==> src/rtl/wwsm_pkg.sv <==
`default_nettype none

package wwsm_pkg;

  localparam int MAX_WINDOW  = 1024;
  localparam int SAMPLE_BITS = 32;
  localparam int PTR_W       = $clog2(MAX_WINDOW);
  localparam int WLEN_W      = PTR_W + 1;
  localparam int CFG_LEN_W   = 11;
  localparam int SAMPLE_W    = 32;
  localparam int WSUM_W      = 52;
  localparam int PSUM_W      = 42;
  localparam int PROD_W      = SAMPLE_BITS + WLEN_W;
  localparam int QUEUE_DEPTH = 4;
  localparam int QPTR_W      = $clog2(QUEUE_DEPTH);
  localparam int QCNT_W      = QPTR_W + 1;
  localparam int PADDR_W     = 3;
  localparam int PDATA_W     = 32;

  localparam logic [PADDR_W-3:0]   REG_WINDOW_LENGTH = '0;
  localparam logic [CFG_LEN_W-1:0] WINDOW_LENGTH_RST = CFG_LEN_W'(1);

  typedef struct packed {
    logic signed [SAMPLE_W-1:0] sample;
    logic                       end_of_sequence;
  } in_item_t;

  typedef struct packed {
    logic signed [WSUM_W-1:0] weighted_sum;
    logic signed [WSUM_W-1:0] best_sum;
    logic                     window_full;
    logic                     sequence_done;
    logic                     too_short;
  } out_item_t;

  // one classified request on its way from the front end to the accumulators
  typedef struct packed {
    logic signed [PROD_W-1:0]      product;
    logic signed [SAMPLE_BITS-1:0] sample;
    logic signed [SAMPLE_BITS-1:0] oldest;
    logic                          steady;
    logic                          full;
    logic                          last;
  } job_t;

endpackage

`default_nettype wire

==> src/rtl/wwsm_back.sv <==
`default_nettype none

module wwsm_back (
  input  logic                clk,
  input  logic                rst,
  input  logic                job_valid,
  output logic                job_ready,
  input  wwsm_pkg::job_t      job,
  output logic                result_valid,
  input  logic                result_ready,
  output wwsm_pkg::out_item_t result_item
);
  import wwsm_pkg::*;

  logic signed [WSUM_W-1:0] wsum;
  logic signed [PSUM_W-1:0] psum;
  logic signed [WSUM_W-1:0] wsum_new;
  logic signed [PSUM_W-1:0] psum_new;
  logic signed [WSUM_W-1:0] psum_drop;
  logic signed [PSUM_W-1:0] oldest_drop;

  logic                     a_valid;
  logic signed [WSUM_W-1:0] a_wsum;
  logic                     a_full;
  logic                     a_last;

  logic signed [WSUM_W-1:0] best;
  logic                     best_valid;
  logic signed [WSUM_W-1:0] best_next;
  logic                     best_valid_next;
  logic                     advance;

  // the whole back end moves as one; it holds while the result waits
  assign advance   = !result_valid || result_ready;
  assign job_ready = advance;

  assign psum_drop   = job.steady ? WSUM_W'(psum) : '0;
  assign oldest_drop = job.steady ? PSUM_W'(job.oldest) : '0;
  assign wsum_new    = wsum + WSUM_W'(job.product) - psum_drop;
  assign psum_new    = psum + PSUM_W'(job.sample) - oldest_drop;

  always_comb begin
    best_next       = best;
    best_valid_next = best_valid || a_full;
    if (a_full && (!best_valid || (a_wsum > best))) begin
      best_next = a_wsum;
    end
  end

  always_ff @(posedge clk) begin
    if (rst) begin
      a_valid      <= 1'b0;
      result_valid <= 1'b0;
      wsum         <= '0;
      psum         <= '0;
      best         <= '0;
      best_valid   <= 1'b0;
    end else if (advance) begin
      a_valid      <= job_valid;
      result_valid <= a_valid;
      if (job_valid) begin
        wsum <= job.last ? '0 : wsum_new;
        psum <= job.last ? '0 : psum_new;
      end
      if (a_valid) begin
        best       <= a_last ? '0 : best_next;
        best_valid <= a_last ? 1'b0 : best_valid_next;
      end
    end
  end

  always_ff @(posedge clk) begin
    if (advance) begin
      if (job_valid) begin
        a_wsum <= wsum_new;
        a_full <= job.full;
        a_last <= job.last;
      end
      if (a_valid) begin
        result_item.weighted_sum  <= a_full ? a_wsum : '0;
        result_item.best_sum      <= best_valid_next ? best_next : '0;
        result_item.window_full   <= a_full;
        result_item.sequence_done <= a_last;
        result_item.too_short     <= a_last && !best_valid_next;
      end
    end
  end

endmodule

`default_nettype wire
==> config.mk <==
export PLATFORM = sky130hd
export DESIGN_NAME = wwsm_back
export DESIGN_NICKNAME = d
export VERILOG_FILES = /design/src/rtl/wwsm_pkg.sv /design/src/rtl/wwsm_back.sv
export SDC_FILE = /design/constraint.sdc
export NUM_CORES = 1
export LEC_CHECK = 0
export ABC_AREA = 1
export BUFFER_PORTS_ARGS = -buffer_cell sky130_fd_sc_hd__buf_2
export CAP_MARGIN = 20
export CORE_MARGIN = 2
export CORE_UTILIZATION = 61
export CTS_CLUSTER_SIZE = 28
export DETAILED_ROUTE_END_ITERATION = 8
export PLACE_DENSITY = 0.82
export REMOVE_ABC_BUFFERS = 1
export SYNTH_ARGS = -nofsm -noshare
export SYNTH_HDL_FRONTEND = slang
export SYNTH_SLANG_ARGS = --single-unit
==> constraint.sdc <==
create_clock -name clk -period 9.6 [get_ports clk]
set_input_delay 1.92 -clock clk [delete_from_list [all_inputs] [get_ports clk]]
set_output_delay 1.92 -clock clk [all_outputs]
set_load 0.01 [all_outputs]
======== Word-level counts from Yosys, hierarchy flattened ========
Cells that the tools add are included.
operators by class
  $add $sub $neg .......................... 4
  $lt $le $gt $ge ......................... 1
  muxes and demuxes ....................... 7
  reduce and logical (&&, ||, !) cells .... 10
operators by type and width
  cell                                       number
  52-bit two-way mux                         4
  42-bit two-way mux                         2
  52-bit by 43-bit adder with 52-bit output  1
  52-bit > comparator                        1
  52-bit subtractor                          1
  42-bit by 32-bit adder with 42-bit output  1
  42-bit subtractor                          1
  2-bit AND reduction                        2
  1-bit logical NOT                          3
  1-bit logical OR                           3
  1-bit logical AND                          2
  1-bit two-way mux                          1
word-level totals
  bits in registers ....................... 310
  input bits .............................. 114
  output and inout port bits .............. 109
  logic and storage cells ................. 36

======== Longest topological paths before layout ========
  word-level depth ........................ 5
  gate-level depth with buffers ........... 22
  mapped depth without buffers ............ 21

======== Worst setup path after synthesis ========
No wires, ideal clock.
  kind .................................... input to register
  start ................................... in result_ready
  end ..................................... reg best[19]
  library setup time ...................... 0.071 ns
  arrival time ............................ 7.843 ns
  data required time ...................... 9.529 ns
  path slack .............................. 1.686 ns
  stages on the path ...................... 7
  buffers on the path ..................... 1
  cell sequence ........................... nor2_1 > nor2_1 > inv_2 > nor2_1 > buf_2 > nand2_1 > a21oi_2
on the way
  cells in the longest elaborated chain, start to end .. 2
RTL lines
  item                                  RTL line         RTL
  from (decl)                           wwsm_back.sv:10  input logic result_ready,
  1-bit logical OR                      wwsm_back.sv:34  assign advance = !result_valid || result_ready;
  2-bit AND reduction (no source line)  --
  to (signal assigned)                  wwsm_back.sv:66  best <= a_last ? '0 : best_next;
  to (decl)                             wwsm_back.sv:27  logic signed [WSUM_W-1:0] best;
No other way between the ends.
A chain may end at the register's enable or synchronous reset.

======== Worst setup path in the final report ========
  start ................................... in job[2] (netlist bit)
  end ..................................... reg wsum[25]
on the way
  cells in the longest elaborated chain, start to end .. 3
RTL lines
  item                  RTL line         RTL
  from (decl)           wwsm_back.sv:8   input wwsm_pkg::job_t job,
  52-bit two-way mux    wwsm_back.sv:37  assign psum_drop = job.steady ? WSUM_W'(psum) : '0;
  52-bit subtractor     wwsm_back.sv:39  assign wsum_new = wsum + WSUM_W'(job.product) - psum_drop;
  via wsum_new[25]      wwsm_back.sv:17  logic signed [WSUM_W-1:0] wsum_new;
  52-bit two-way mux    wwsm_back.sv:62  wsum <= job.last ? '0 : wsum_new;
  to (signal assigned)  wwsm_back.sv:62
  to (decl)             wwsm_back.sv:15  logic signed [WSUM_W-1:0] wsum;
The timed path passes the listed nets, and every way through them passes these cells.

==> metrics.yaml <==
sta:
  fin_crit_sh: 0.5740
  finClkSkew_ns: 0.01796
  worstMarginPinSlew_ns: 1.130
  relSlewSlack: 0.2400
  max_freq_mhz: 181.5
  setup_violations: 0
  grt_setup_unrepaired: "false"
  drv_slew: 0
  min_period_ns: 5.510
  worst_slack_ns: 4.090
  hold_ws_ns: 0.4661
  finalHoldViolations: 0
critical_path:
  path_buf_inv: 4
  critPathTopFamily: "compound AO/OA/AOI/OAI gates"
  cp_max_fo: 74
  crit_type: "primary input to flop"
  required_ns: 10.07
  worst_path_max_delay_cell: "buf_4"
  end_kind: "flop"
  cp.arrival_ns: 5.98
  crit_top_cell: "nand2_1"
  crit_chain: "buf_2 > buf_4 > nand2_1 > inv_1 > fa_1 > inv_1 > ha_1 > nand2_1 > nand3_2 > a21boi_1 > o21ai_2 > a21oi_1 > o21bai_2 > nand2_1 > nand2_1 > xor2_1 > nand2_1 > a21oi_1"
  critPathMaxStageDelay_ns: 0.65
  worstSetupStartpointType: "primary input"
finish:
  stdcell_area_um2: 25510
  syn_to_final_growth_pct: 11.24
  num-nets-final: 3661
  nFillCells: 3152
  finalNonFillerCells: 3808
  n_antenna_cell: 0
  layout-drive-gt1-share: 0.1194
global_routing:
  antenna_found_initial: 0
  grt-busiest-layer: "met2"
  grt_pass1_vias: 20210
  grt_util_met3: 0.03866
  grt_first_pass_wirelength_um: 103100
  track_usage: 0.3352
  use_met2: 0.5698
  met1_usage: 0.4406
  grt_max_degree: 86
  grt_overflow_total: 0
detailed_routing:
  wl_per_cell_um: 17.02
  ant_nets: 0
  first_pass_iters: 5
  viasPerCell: 5.453
  drt_wl_total_um: 64830
  drcViolationCount: 0
  drtIter0Drc: 1424
  via_count: 20760
cts:
  cts_hold_buf: 0
  path_clk_slew_ns: 0.06
  numCtsBuffers: 35
  clockRootBuffer: "clkbuf_16"
  post_cts_buffers: 0
  cts_max_path_buffers: 3
  clk_latency_ns: 0.55
  cts_tree: "built"
  cts-resized-gates: 0
  cts-htree-levels: 2
  clock_sinks: 310
die:
  io_pins: 223
  start_util: 0.6147
  die-area_um2: 39160
  coreArea_um2: 37310
  num_rows: 71
  die_x_um: 197.9
  die_h_um: 197.9
pwr:
  p_int_w: 0.003355
  switchingPower_w: 0.002523
  p_seq_frac: 0.321
  finalPower_w: 0.005878
  p_sw_frac: 0.4292
  p_leak_nw: 12.29
  p_per_area_nw_per_um2: 230.4
  power.clock.fraction: 0.220
  ir_drop_mv: 0.1328
  combPwrFrac: 0.459
synthesis:
  synth_edf_count: 161
  synth_ff_type: "edfxtp_1"
  synth_cell_types: 53
  yosysSeqAreaShare: 0.3409
  synth.area.top_cells: "edfxtp_1 (21%), dfxtp_1 (13%), nand2_1 (13%), inv_1 (11%), ha_1 (8.1%)"
  syn_avg_cell_area_um2: 7.360
  synth.top_cell.area_share: 0.2108
  synthMostInstantiatedCell: "nand2_1"
  synth_seq_cells: 310
  postSynthCellCount: 3116
  synth_commonest_cells: "nand2_1 (786), inv_1 (702), a21oi_1 (313)"
  synth_area_um2: 22930
  yosys.area.top_type: "edfxtp_1"
  async_reset_ff_frac: 0
  synth_warnings: 0
placed_design:
  post-place-cells: 3744
  gp_congestion: 1.009
  dpl.hpwl_um: 49970
  dpl_worst_slack_ns: 3.602
  portBuffers: 222
  place_area_um2: 24410
job:
  cap_violations: 0
run_status:
  status: "finished, final reports clean"
hold_path:
  hold_path_class: "flop to flop"
## layout by cell type, fill, tap and decap left out, types with 5 or more instances in the layout
| master | instances |
|---|---|
| or2_2 | 21 |
| nor2_1 | 167 |
| clkinv_1 | 5 |
| o21ai_1 | 13 |
| fa_1 | 92 |
| nor4_1 | 8 |
| edfxtp_1 | 161 |
| a21oi_2 | 36 |
| inv_2 | 20 |
| o21a_1 | 6 |
| a31oi_1 | 14 |
| nand3_2 | 8 |
| nand2_2 | 6 |
| and2_1 | 6 |
| nand4_1 | 15 |
| buf_2 | 221 |
| o21ai_0 | 79 |
| ha_1 | 148 |
| nand3b_1 | 8 |
| clkbuf_16 | 37 |
| inv_1 | 701 |
| clkinv_2 | 6 |
| a21oi_1 | 313 |
| dfxtp_1 | 149 |
| buf_4 | 14 |
| xor2_1 | 31 |
| o21bai_1 | 18 |
| xnor2_1 | 16 |
| nor3_1 | 17 |
| clkbuf_1 | 7 |
| nand3_1 | 134 |
| a21o_1 | 16 |
| nand2_1 | 785 |
## path summary, 6_finish.rpt
check | from | end | slack (ns) | cells after the start
max | job[2] | wsum[25] | 4.09 | 18
max reg2reg | a_wsum[51] | result_item[35] | 5.79 | 14
min reg2reg | wsum[21] | wsum[21] | 0.47 | 2
min | wsum[21] | wsum[21] | 0.47 | 2
## cell type report
class	count	area, um2	share of cell area
clock buffers	47	993.5	0.03894
clock inverters	17	108.9	0.004267
well taps	474	593.1	0.02325
flip-flops and latches	310	7818	0.3064
repair buffers	235	1211	0.04747
multi-input cells	2003	12080	0.4734
inverters	722	2710	0.1062
## state kept, by name, summed over array words and instances (netlist names)
name and count:
a_full 1, a_last 1, a_valid 1, a_wsum 52
best 52, best_valid 1, psum 42, result_item 107
result_valid 1, wsum 52
## worst reg2reg max path: stages, from the launching register on
cell and delay, ns:
edfxtp_1 0.46, ha_1 0.43, nand4_2 0.13, nor2_2 0.17, nand3_2 0.13, nor2_2 0.20, nand2_1 0.20, nand3_1 0.12
nand2_1 0.05, nand2_1 0.19, nand2_2 0.10, nand2_4 0.54, nand2_8 0.43, nand2_1 0.27, a21oi_1 0.10
## metrics by stage
step / utilization / setup TNS [ns]
after floorplan: - / -64.43
after global placement: 0.6542 / 0
after detailed placement: 0.6542 / 0
after CTS: 0.6838 / 0
after global routing: 0.6838 / 0
final: 0.6838 / 0
## per-layer routing
| metal | part of all wire | wire [um] | up-vias |
|---|---|---|---|
| met1 | 0.42 | 27260 | 9626 |
| met2 | 0.48 | 30850 | 870 |
| li1 | - | - | 10120 |
| met5 | 0 | 0 | - |
| met4 | 0.038 | 2493 | 0 |
| met3 | 0.065 | 4219 | 146 |
## power groups by stage
stage                     Combinational (W)  Sequential (W)  Clock (W)
after CTS                           0.00266         0.00188    0.00131
after global routing                0.00302         0.00191    0.00135
after global placement              0.00257         0.00190          0
after detailed placement            0.00263         0.00190          0
after floorplan                     0.00184         0.00186          0
final                               0.00270         0.00189    0.00130
## cells by family (layout without fill, tap and decap cells)
group	count (synthesis)	after routing	share of synthesized area
buffers and inverters	803	1021	0.1339
AO/OA/AOI/OAI	521	521	0.1286
XOR/XNOR	49	49	0.01937
flip-flops	310	310	0.3409
AND/OR/NAND/NOR	1193	1193	0.2161
adder cells (fa/ha/maj)	240	240	0.1610
Power figures use the tool's default switching activity.
