--- src/rtl/wwsm_pkg.sv ---
`default_nettype none

package wwsm_pkg;

  localparam int MAX_WINDOW  = 1024;
  localparam int SAMPLE_BITS = 32;
  localparam int PTR_W       = $clog2(MAX_WINDOW);
  localparam int WLEN_W      = PTR_W + 1;
  localparam int CFG_LEN_W   = 11;
  localparam int SAMPLE_W    = 32;
  localparam int WSUM_W      = 52;
  localparam int PSUM_W      = 42;
  localparam int PROD_W      = SAMPLE_BITS + WLEN_W;
  localparam int QUEUE_DEPTH = 4;
  localparam int QPTR_W      = $clog2(QUEUE_DEPTH);
  localparam int QCNT_W      = QPTR_W + 1;
  localparam int PADDR_W     = 3;
  localparam int PDATA_W     = 32;

  localparam logic [PADDR_W-3:0]   REG_WINDOW_LENGTH = '0;
  localparam logic [CFG_LEN_W-1:0] WINDOW_LENGTH_RST = CFG_LEN_W'(1);

  typedef struct packed {
    logic signed [SAMPLE_W-1:0] sample;
    logic                       end_of_sequence;
  } in_item_t;

  typedef struct packed {
    logic signed [WSUM_W-1:0] weighted_sum;
    logic signed [WSUM_W-1:0] best_sum;
    logic                     window_full;
    logic                     sequence_done;
    logic                     too_short;
  } out_item_t;

  // one classified request on its way from the front end to the accumulators
  typedef struct packed {
    logic signed [PROD_W-1:0]      product;
    logic signed [SAMPLE_BITS-1:0] sample;
    logic signed [SAMPLE_BITS-1:0] oldest;
    logic                          steady;
    logic                          full;
    logic                          last;
  } job_t;

endpackage

`default_nettype wire

--- src/rtl/wwsm_queue.sv ---
`default_nettype none

module wwsm_queue (
  input  logic           clk,
  input  logic           rst,
  input  logic           push_valid,
  output logic           push_ready,
  input  wwsm_pkg::job_t push_job,
  output logic           pop_valid,
  input  logic           pop_ready,
  output wwsm_pkg::job_t pop_job
);
  import wwsm_pkg::*;

  job_t              slots [QUEUE_DEPTH];
  logic [QPTR_W-1:0] head;
  logic [QPTR_W-1:0] tail;
  logic [QCNT_W-1:0] count;
  logic              push;
  logic              pop;

  assign push_ready = count != QCNT_W'(QUEUE_DEPTH);
  assign pop_valid  = count != '0;
  assign pop_job    = slots[head];
  assign push       = push_valid && push_ready;
  assign pop        = pop_valid && pop_ready;

  always_ff @(posedge clk) begin
    if (push) begin
      slots[tail] <= push_job;
    end
  end

  always_ff @(posedge clk) begin
    if (rst) begin
      head  <= '0;
      tail  <= '0;
      count <= '0;
    end else begin
      if (push) begin
        tail <= (tail == QPTR_W'(QUEUE_DEPTH - 1)) ? '0 : tail + 1'b1;
      end
      if (pop) begin
        head <= (head == QPTR_W'(QUEUE_DEPTH - 1)) ? '0 : head + 1'b1;
      end
      if (push && !pop) begin
        count <= count + 1'b1;
      end else if (pop && !push) begin
        count <= count - 1'b1;
      end
    end
  end

endmodule

`default_nettype wire

--- config.mk ---
export PLATFORM = sky130hd
export DESIGN_NAME = wwsm_queue
export DESIGN_NICKNAME = d
export VERILOG_FILES = /design/src/rtl/wwsm_pkg.sv /design/src/rtl/wwsm_queue.sv
export SDC_FILE = /design/constraint.sdc
export NUM_CORES = 1
export LEC_CHECK = 0
export BUFFER_PORTS_ARGS = -buffer_cell sky130_fd_sc_hd__buf_2
export CORE_MARGIN = 3
export CORE_UTILIZATION = 50
export CTS_CLUSTER_SIZE = 28
export DETAILED_ROUTE_END_ITERATION = 10
export GPL_ROUTABILITY_DRIVEN = 0
export GPL_TIMING_DRIVEN = 1
export PLACE_DENSITY_LB_ADDON = 0.1
export SYNTH_ARGS = -nofsm -noshare
export SYNTH_HDL_FRONTEND = slang
export SYNTH_SLANG_ARGS = --single-unit
export TNS_END_PERCENT = 50
--- constraint.sdc ---
create_clock -name clk -period 7.9 [get_ports clk]
set_input_delay 1.58 -clock clk [delete_from_list [all_inputs] [get_ports clk]]
set_output_delay 1.58 -clock clk [all_outputs]
set_load 0.01 [all_outputs]
Word-level counts from Yosys, hierarchy flattened
Memories as Yosys holds them, arrays and structs flattened. A register that Yosys moved wholly into a read port is not among the register bits.
Index checks and enable logic that the tools add are counted.
Operators by class
  reduce and logical (&&, ||, !) cells: 8
  mux-type cells: 8
  $add $sub $neg: 4
  equal/unequal tests: 3
Operators with widths (count)
  $mux W2: 4
  $mux W3: 2
  $add A2 B1 Y2 const B: 2
  $eq A2 B2 Y1 const B: 2
  $logic_and A1 B1 Y1: 4
  $add A3 B1 Y3 const B: 1
  $ne A3 B3 Y1 const B: 1
  $reduce_bool A3 Y1: 1
  $sub A3 B1 Y3 const B: 1
  $logic_not A1 Y1: 2
  $mux W1: 2
  $reduce_bool A2 Y1: 1
Storage, ports and cells
  memory bits (writable): 440
  logic and storage cells: 27
  input port bits: 114
  output and inout port bits: 112
  memories: 1
  bits in registers: 7
Memories
  slots: words 4, bits a word 110, rd ports 1, clocked after Yosys merged registers in 1, wr ports 1, RTL line wwsm_queue.sv:15  | job_t slots [QUEUE_DEPTH];

Depth between registers and ports, before layout
Gate-level depths: netlist of the first run.
  depth after elaboration: 6
  mapped depth: 9
  mapped depth without buffers: 8

Worst setup path after synthesis of the first run
OpenSTA, ideal clock, no wires.
  kind: input to register
  start: input port push_valid
  end: memory slots[3][0] (netlist name), enable pin
  buffers on the path: 0
  slack: 4.498 ns
  arrival time: 2.983 ns
  required time: 7.480 ns
  library setup time: 0.420 ns
  stages on the path: 1
  cell sequence: and3_2
Between the ends
  word-level cells in the longest chain between the ends: 3
Ends and longest elaborated chain
  start, declared: RTL line wwsm_queue.sv:6  | input logic push_valid,
  $logic_and A1 B1 Y1: RTL line wwsm_queue.sv:25  | assign push = push_valid && push_ready;
  $mux W1: RTL line wwsm_queue.sv:29  | if (push) begin
  $mux W1 (not written as such): RTL line wwsm_queue.sv:30  | slots[tail] <= push_job;
  end, declared: RTL line wwsm_queue.sv:15
Every way passes these cells.

==> summary.txt, run 1 <==
Yosys
  – Synth Register Bits: 449
  – Top cells by count, synth: edfxtp_1 (440), mux4_2 (110), buf_2 (12)
  – Ys Warns: 0
  – Count leader, synth: edfxtp_1
  – Mapped Cells: 622
  – Ranking of synthesized cells by area: edfxtp_1 (81%), mux4_2 (15%), dfxtp_1 (1.1%), buf_4 (0.46%), ha_1 (0.46%)
  – Number of flops mapped to enable cells by yosys: 440
  – Post-synth net total: 743
  – Async SR Flop Fraction: 0%
  – Top FF cell, synth: edfxtp_1
  – Yosys cell types: 26
  – Synthesized cell area: 16300 um^2
  – Top cell type's share of synthesized area: 81.0%
  – Post-synthesis sequential area ratio: 82.1%
  – Synth area leader: edfxtp_1
  – Mean Syn Cell Area: 26.2 um^2

Die
  – Initial Util: 51.2%
  – Core Rows: 65
  – Die ar.: 34800 um^2
  – Core Area: 31900 um^2
  – Die extent in y: 187 um
  – DIE WIDTH: 187 um
  – I/O Pins: 226

Power
  – Leakage power: 6.43 nW
  – Pint: 4.62 mW
  – VDD IR max: 248 uV
  – Power per cell area: 318 nW/um^2
  – Switch share: 24.6%
  – Power share of the clock group: 32.6%
  – Power Total: 6.13 mW
  – P_sw: 1.51 mW
  – Gate power share: 18.3%
  – Seq pwr share: 49.1%

Setup path
  – Critical path class: flip-flop to output pin
  – Worst-path fanout max: 62
  – Worst EP required: 6.32 ns
  – Setup crit end kind: output pin
  – Kind of start point of the critical path: flip-flop
  – Worst EP arrival: 2.90 ns

Clocking
  – Gates resized, CTS repair: 0
  – H-Tree Level Count: 2
  – Clock sink total: 449
  – Setup bufs post-CTS: 0
  – CTS tree: done
  – Clock slew at reported path FFs: 0.06 ns
  – CTS buffer count: 45
  – Worst-Skew Late Latency: 0.52 ns
  – Hold buffers post-CTS: 0
  – Clk root buf: clkbuf_16
  – CTS Buffer Depth: 3

Routing
  – DR vias/cell: 5.46
  – Met3 wire len: 1990 um
  – Iteration count of the initial detailed-routing pass: 4
  – WL met2: 15900 um
  – DR WL/cell: 22.7 um
  – First-iteration detailed-routing DRC count: 433
  – Highest metal used: met5
  – Vias post-DR: 7307
  – # DRC: 0
  – WL met1: 12000 um
  – Post-Route WL: 30400 um
  – ANT nets after route: 0

STA
  – Worst-Margin Slew: 1.11 ns
  – Fin. Hold Viols: 0
  – Final clock period utilization by the worst path: 56.8%
  – RSZ-0062 raised after global routing: false
  – Min Clock Period, post-route: 4.48 ns
  – Slew headroom: 26.1%
  – Post-Route Setup TNS: 0 ns
  – Max Clk Rate: 0.223 GHz
  – Setup violators final: 0
  – Worst Skew: 0.0173 ns
  – Worst hold slack: 0.485 ns
  – Pins over their slew limit: 0

Cells and area
  – Area Growth Syn to Fin: 18.3%
  – Layout cell share with drive strength beyond 1: 45.0%
  – Final core occ: 60.5%
  – # diodes: 0
  – Final nets: 995

Outcome
  – Status: completed

Global route
  – Initial antenna violation count: 6
  – Vias in the first global route: 7913
  – GRT overflow: 0
  – GR Util All Layers: 17.7%
  – Largest net degree at the start of global routing: 68
  – First-pass GRT wire length: 47500 um

Min path
  – Min-delay worst type: flip-flop to flip-flop

Place
  – Post-DP HPWL: 17900 um
  – # port buffers: 225

Job
  – Max cap viols: 0
[cell type report]
cell class | count | area, um^2
Clock buffer | 54 | 1160
Clock inverter | 23 | 225
Fill cell | 2325 | 12600
Inverter | 3 | 11.3
Multi-Input combinational cell | 144 | 2780
Sequential cell | 449 | 13400
Tap cell | 435 | 544
Timing Repair Buffer | 231 | 1180
[per-stage QoR]
step / cell area [um^2] / setup slack, ns / cells
after floorplan: 16300 / 4.50 / 622
after global placement: 17900 / 3.84 / 1262
after detailed placement: 17900 / 3.84 / 1262
after CTS: 19300 / 3.27 / 1339
after global routing: 19300 / 3.15 / 1339
final: 19300 / 3.42 / 1339
[final timing paths]
path	from	endpoint	slack, ns	depth (start not counted)
worst max register to register	count[0]	slots[2][76]	5.09	3
worst min-delay path	head[0]	flip-flop	0.48	2
worst min register to register	head[0]	flip-flop	0.48	2
worst max-delay path	flip-flop	pop_job[17]	3.42	3
[placed cells by master (no fill, tap or decap), types with 4 or more instances in the layout]
cell type,count
edfxtp_1,440
bufinv_16,5
buf_2,225
dfxtp_1,7
ha_1,6
clkinv_2,6
clkinv_1,12
mux4_2,110
clkbuf_16,45
clkbuf_1,9
buf_4,5
and3_4,4
[kinds of logic (layout without fill, tap and decap cells)]
logic type	count (synthesis)	in the layout	synth area share, %
adders and majority gates	7	7	0.583
DFF	449	449	82.1
AOI/OAI and AO/OA	5	5	0.215
xor gates and xnor gates	2	2	0.107
and+or+nand+nor	17	17	0.652
muxes	113	113	15.4
buffers and inverters	29	311	0.997
[worst max-delay path: stages (launching register included)]
cell and delay [ns]:
dfxtp_4 0.83, buf_4 0.81, mux4_2 0.44, buf_2 0.16
[power groups by stage]
stage / logic, mW / clock network (mW) / registers (mW)
final: 1.12 / 2.00 / 3.01
after global routing: 1.21 / 2.16 / 3.04
after CTS: 1.16 / 2.05 / 3.02
after detailed placement: 1.15 / 0 / 3.07
after global placement: 1.14 / 0 / 3.05
after floorplan: 0.776 / 0 / 2.98
[state kept, by name, indices dropped and copies added, names as in the netlist, named ones only]
register	count
head	2
tail	2
count	3
slots	440
[layer usage]
metal / vias up / track usage [%]
met5: - / 0
met4: 12 / 3.93
met3: 50 / 4.60
met2: 210 / 30.3
met1: 3849 / 23.2
li1: 3186 / -
No activity file was read; power rests on OpenSTA's default activity.
==> inputs of run 2 (changes only) <==
--- a/config.mk
+++ b/config.mk
@@ -5,6 +5,7 @@
 export SDC_FILE = /design/constraint.sdc
 export NUM_CORES = 1
 export LEC_CHECK = 0
+export ABC_AREA = 1
 export BUFFER_PORTS_ARGS = -buffer_cell sky130_fd_sc_hd__buf_2
 export CORE_MARGIN = 3
 export CORE_UTILIZATION = 50
==> constraint.sdc (replaced) <==
create_clock -name clk -period 4.31 [get_ports clk]
set_input_delay 0.862 -clock clk [delete_from_list [all_inputs] [get_ports clk]]
set_output_delay 0.862 -clock clk [all_outputs]
set_load 0.01 [all_outputs]
==> run 2 against run 1 <==
Area after synthesis is 5.1% higher. Power is 110% higher. Via count is 35% higher. Synthesized cell count is 82% higher. Sequential share of layout area is 2.4 points lower. Flip-flop and latch count stayed put. Die area is 4.9% higher.
==> summary.txt, run 2 <==
STA
  – Worst-Margin Slew: 0.968 ns
  – Setup violators final: 0
  – Max Clk Rate: 0.309 GHz
  – Worst setup margin: 1.07 ns
  – Worst hold slack: 0.492 ns
  – RSZ-0062 raised after global routing: false
  – Min Clock Period, post-route: 3.24 ns
  – Pins over their slew limit: 0
  – Worst Skew: 0.0147 ns
  – Post-Route Setup TNS: 0 ns
  – Final clock period utilization by the worst path: 75.1%
  – Slew headroom: 35.4%
  – Fin. Hold Viols: 0

Setup path
  – Reg2reg path depth: 5
  – Crit-path slowest cell: buf_12
  – Critical path class: flip-flop to output pin
  – Kind of start point of the critical path: flip-flop
  – Setup crit end kind: output pin
  – Worst-path fanout max: 220
  – Worst reg2reg path startpoint: count[0]
  – Worst EP arrival: 2.37 ns
  – CP max stage delay: 0.63 ns
  – R2R Setup Slk: 2.07 ns
  – Cell Chain, Critical Path: buf_12 > o21ai_0 > o22ai_1 > buf_2
  – Worst EP required: 3.45 ns
  – FF-to-FF End: slots[2][90]

Yosys
  – Async SR Flop Fraction: 0%
  – Ranking of synthesized cells by area: edfxtp_1 (77%), nor2_1 (4.8%), o21ai_0 (3.8%), o22ai_1 (3.3%), o21ai_1 (2.6%)
  – Mapped Cells: 1133
  – Top cells by count, synth: edfxtp_1 (440), nor2_1 (217), o21ai_0 (131)
  – Synth Register Bits: 449
  – Post-synth net total: 1254
  – Number of flops mapped to enable cells by yosys: 440
  – Mean Syn Cell Area: 15.1 um^2
  – Ys Warns: 0
  – Top FF cell, synth: edfxtp_1
  – Top cell type's share of synthesized area: 77.1%
  – Post-synthesis sequential area ratio: 78.1%
  – Synthesized cell area: 17100 um^2
  – Yosys cell types: 24
  – Count leader, synth: edfxtp_1
  – Synth area leader: edfxtp_1

Clocking
  – CTS tree: done
  – Worst-Skew Late Latency: 0.55 ns
  – Clock sink total: 449
  – Setup bufs post-CTS: 0
  – Clock slew at reported path FFs: 0.06 ns
  – Clk root buf: clkbuf_16
  – CTS buffer count: 47
  – CTS Buffer Depth: 3
  – H-Tree Level Count: 2
  – Gates resized, CTS repair: 0
  – Hold buffers post-CTS: 0

Die
  – Core Area: 33700 um^2
  – I/O Pins: 226
  – Die extent in y: 191 um
  – Die ar.: 36500 um^2
  – Initial Util: 50.9%
  – DIE WIDTH: 191 um
  – Core Rows: 67

Cells and area
  – Post-route insts no fill: 1840
  – Max FFs per register: 440
  – Design area: 20000 um^2
  – Reg with most FFs: slots
  – Final nets: 1473
  – Area Growth Syn to Fin: 16.5%
  – Top flop regs: slots (440), count (3)
  – Fillcell total: 2738
  – Commonest non-fill, non-tap cell in the layout: edfxtp_1
  – Layout cell share with drive strength beyond 1: 25.2%
  – Most frequent cells in the layout: edfxtp_1 (440), buf_2 (225), nor2_1 (213)

Routing
  – # DRC: 0
  – Iteration count of the initial detailed-routing pass: 5
  – Post-Route WL: 35800 um
  – DR vias/cell: 5.38
  – DR WL/cell: 19.4 um
  – ANT nets after route: 0
  – First-iteration detailed-routing DRC count: 564
  – Vias post-DR: 9891

Outcome
  – Status: completed

Power
  – Seq pwr share: 43.3%
  – Power per cell area: 634 nW/um^2
  – P_sw: 4.00 mW
  – Leakage power: 6.92 nW
  – Pint: 8.67 mW
  – Switch share: 31.6%
  – Gate power share: 27.2%
  – Power share of the clock group: 29.5%
  – VDD IR max: 646 uV

Global route
  – GR Util All Layers: 19.3%
  – Vias in the first global route: 9637
  – Largest net degree at the start of global routing: 221
  – Global Route met1 Usage: 26.7%
  – First-pass GRT wire length: 54800 um
  – Grt peak-use layer: met2
  – Met2 usage: 30.9%
  – GR Util met3: 5.28%
  – GRT overflow: 0
  – Initial antenna violation count: 9

Place
  – Post-DP HPWL: 19000 um
  – Placed instance area: 18500 um^2
  – Placed Instances: 1751
  – Dpl ws: 1.59 ns
  – # port buffers: 225

Min path
  – Hold depth: 2
  – Min-delay worst type: primary input to flip-flop
  – HP Start: rst
  – WHS Endpoint: count[0]

Job
  – Max cap viols: 0
## run 2: cell families after synthesis
logic type,after synthesis,share of synthesized area [%]
AO/OA/AOI/OAI,333,11.3
XOR/XNOR,1,0.0511
adder cells (fa/ha/maj),7,0.555
buffers and inverters,88,3.50
flip-flops,449,78.1
AND/OR/NAND/NOR,255,6.52
## run 2: final cells by class
type | count | area [um^2] | share of cell area (%)
Timing Repair Buffer | 242 | 1330 | 6.65
Inverter | 16 | 68.8 | 0.344
Tap cell | 448 | 561 | 2.81
Clock inverter | 23 | 200 | 1.00
Multi-Input combinational cell | 596 | 3180 | 15.9
Antenna cell | 5 | 12.5 | 0.0626
Sequential cell | 449 | 13400 | 67.1
Clock buffer | 61 | 1230 | 6.15
## run 2: power groups by stage
stage / combinational (mW) / sequential, mW / clock, mW
global route: 3.84 / 5.53 / 4.01
global placement: 3.49 / 5.57 / 0
detailed placement: 3.51 / 5.58 / 0
finish: 3.45 / 5.49 / 3.73
floorplan: 2.32 / 5.54 / 0
CTS: 3.52 / 5.49 / 3.81
## run 2: how the worst max path moves through the flow
stage,startpoint,end,cells past startpoint
2_1_floorplan,push_valid,slots[0][0],2
3_3_place_gp,flip-flop,pop_job[1],4
3_5_place_dp,flip-flop,pop_job[1],4
4_1_cts,flip-flop,pop_job[1],4
5_1_grt,flip-flop,pop_job[1],4
6_report,flip-flop,pop_job[69],4
## run 2: worst max-delay path: cells and delay by family (launching register included)
kind,cells,cell delay [ns]
buffers and inverters,2,0.80
DFF,1,0.39
AOI/OAI and AO/OA,2,0.46
## run 2: per-layer routing
layer / up-vias / share of wire [%]
met3: 56 / 6.7
met1: 4886 / 44
met2: 223 / 48
met5: - / 0.18
li1: 4716 / -
met4: 10 / 1.6
## run 2: stage by stage
step | total power, mW | util, %
after global routing | 13.4 | 59.3
after detailed placement | 9.09 | 55.0
after global placement | 9.06 | 55.0
after CTS | 12.8 | 59.3
final | 12.7 | 59.3
after floorplan | 7.86 | -
==> inputs of run 3 (changes only) <==
--- a/config.mk
+++ b/config.mk
@@ -5,7 +5,7 @@
 export SDC_FILE = /design/constraint.sdc
 export NUM_CORES = 1
 export LEC_CHECK = 0
-export ABC_AREA = 1
+export ABC_AREA = 0
 export BUFFER_PORTS_ARGS = -buffer_cell sky130_fd_sc_hd__buf_2
 export CORE_MARGIN = 3
 export CORE_UTILIZATION = 50
==> constraint.sdc (replaced) <==
create_clock -name clk -period 2.9 [get_ports clk]
set_input_delay 0.58 -clock clk [delete_from_list [all_inputs] [get_ports clk]]
set_output_delay 0.58 -clock clk [all_outputs]
set_load 0.01 [all_outputs]
==> run 3 against run 2 <==
First-iteration DRC count down 23%. Sequential power up 46%. Critical path type unchanged. Core utilization up 1.6 points. Clock power up 40%. Sequential share of layout area up 2.0 points. Wire length down 15%. Critical path depth down 1. Final cell count down 27%. Power up 31%. Largest power group unchanged. Via count down 26%. Clock-buffer cell count down 2.
==> summary.txt, run 3 (synthesized netlist as in run 1, its figures left out) <==
Die
  – Initial Util: 51.2%
  – Core Area: 31900 um^2
  – Core Rows: 65
  – Die ar.: 34800 um^2
  – DIE WIDTH: 187 um
  – I/O Pins: 226
  – Die extent in y: 187 um

Global route
  – Largest net degree at the start of global routing: 91
  – GR Util All Layers: 17.6%
  – GRT overflow: 0
  – Initial antenna violation count: 8
  – First-pass GRT wire length: 47300 um
  – Vias in the first global route: 8229

Clocking
  – Gates resized, CTS repair: 0
  – Worst-Skew Late Latency: 0.52 ns
  – Clock slew at reported path FFs: 0.06 ns
  – Clock sink total: 449
  – CTS tree: done
  – H-Tree Level Count: 2
  – CTS Buffer Depth: 3
  – CTS buffer count: 45
  – Setup bufs post-CTS: 0
  – Clk root buf: clkbuf_16
  – Hold buffers post-CTS: 0

Setup path
  – Worst EP arrival: 2.16 ns
  – Kind of start point of the critical path: flip-flop
  – Critical path class: flip-flop to output pin
  – Setup crit end kind: output pin
  – Worst EP required: 2.32 ns
  – Worst-path fanout max: 27

Cells and area
  – Most frequent cells in the layout: edfxtp_1 (440), buf_2 (225), mux4_2 (110)
  – Multi-input gate area: 2780 um^2
  – Layout cell share with drive strength beyond 1: 45.3%
  – Sequential cell area: 13400 um^2
  – Fillcell total: 2302
  – Reg with most FFs: slots
  – Final core occ: 60.9%
  – Commonest non-fill, non-tap cell in the layout: edfxtp_1
  – Top flop regs: slots (440), count (3)
  – Max FFs per register: 440
  – Final nets: 1002
  – Area Growth Syn to Fin: 18.9%
  – Post-route insts no fill: 1350

Routing
  – First-iteration detailed-routing DRC count: 435
  – DR vias/cell: 5.43
  – ANT nets after route: 0
  – # DRC: 0
  – Vias post-DR: 7332
  – Post-Route WL: 30300 um
  – Iteration count of the initial detailed-routing pass: 5
  – DR WL/cell: 22.4 um

STA
  – Final clock period utilization by the worst path: 94.4%
  – Post-Route Setup TNS: 0 ns
  – Slew headroom: 61.3%
  – Min Clock Period, post-route: 2.74 ns
  – Setup violators final: 0
  – RSZ-0062 raised after global routing: false
  – Worst-Margin Slew: 0.581 ns
  – Worst Skew: 0.00785 ns
  – Pins over their slew limit: 0
  – Fin. Hold Viols: 0
  – Max Clk Rate: 0.365 GHz
  – Worst hold slack: 0.264 ns

Power
  – VDD IR max: 594 uV
  – Leakage power: 6.46 nW
  – Power per cell area: 853 nW/um^2
  – Power Total: 16.5 mW

Job
  – Max cap viols: 0

Place
  – Placed Instances: 1269
  – # port buffers: 225
  – Post-DP HPWL: 17800 um

Outcome
  – Status: completed

Min path
  – Min-delay worst type: primary input to flip-flop
[run 3: per-stage QoR]
| stage | cell area, um^2 | setup slack [ns] |
|---|---|---|
| after CTS | 19400 | 0.0787 |
| after floorplan | 16300 | 0.367 |
| after detailed placement | 18100 | 0.531 |
| after global routing | 19400 | 0.0185 |
| final | 19400 | 0.164 |
| after global placement | 18100 | 0.619 |
[run 3: final timing paths]
kind	startpoint	to	slack [ns]	depth (start not counted)
worst max-delay path	flip-flop	pop_job[85]	0.16	3
worst min-delay path	push_job[107]	slots[1][107]	0.26	1
worst max register to register	count[0]	count[2]	0.53	7
worst min register to register	count[2]	count[2]	0.52	2
[run 3: report_power, final]
part | internal (mW) | switching, mW
combinational | 1.53 | 1.78
sequential | 7.86 | 0.160
clock | 3.02 | 2.19
total | 12.4 | 4.13
[run 3: cell type report]
| type | count | area share (%) |
|---|---|---|
| well taps | 435 | 2.80 |
| clock inverters | 21 | 0.748 |
| diodes | 1 | 0.0129 |
| repair buffers | 238 | 6.95 |
| inverters | 3 | 0.0580 |
| flip-flops and latches | 449 | 69.0 |
| multi-input cells | 144 | 14.3 |
| clock buffers | 59 | 6.07 |
[run 3: worst max-delay path: stages, from the launching register on]
cell and delay [ns]:
dfxtp_4 0.38, buf_4 0.48, mux4_2 0.61, buf_2 0.16
[run 3: metal layers]
| layer | up-vias | track usage [%] | share of wire (%) |
|---|---|---|---|
| li1 | 3205 | - | - |
| met3 | 69 | 5.32 | 6.6 |
| met2 | 192 | 30.8 | 53 |
| met5 | - | 0 | 0.32 |
| met1 | 3852 | 21.7 | 38 |
| met4 | 14 | 4.65 | 2.1 |
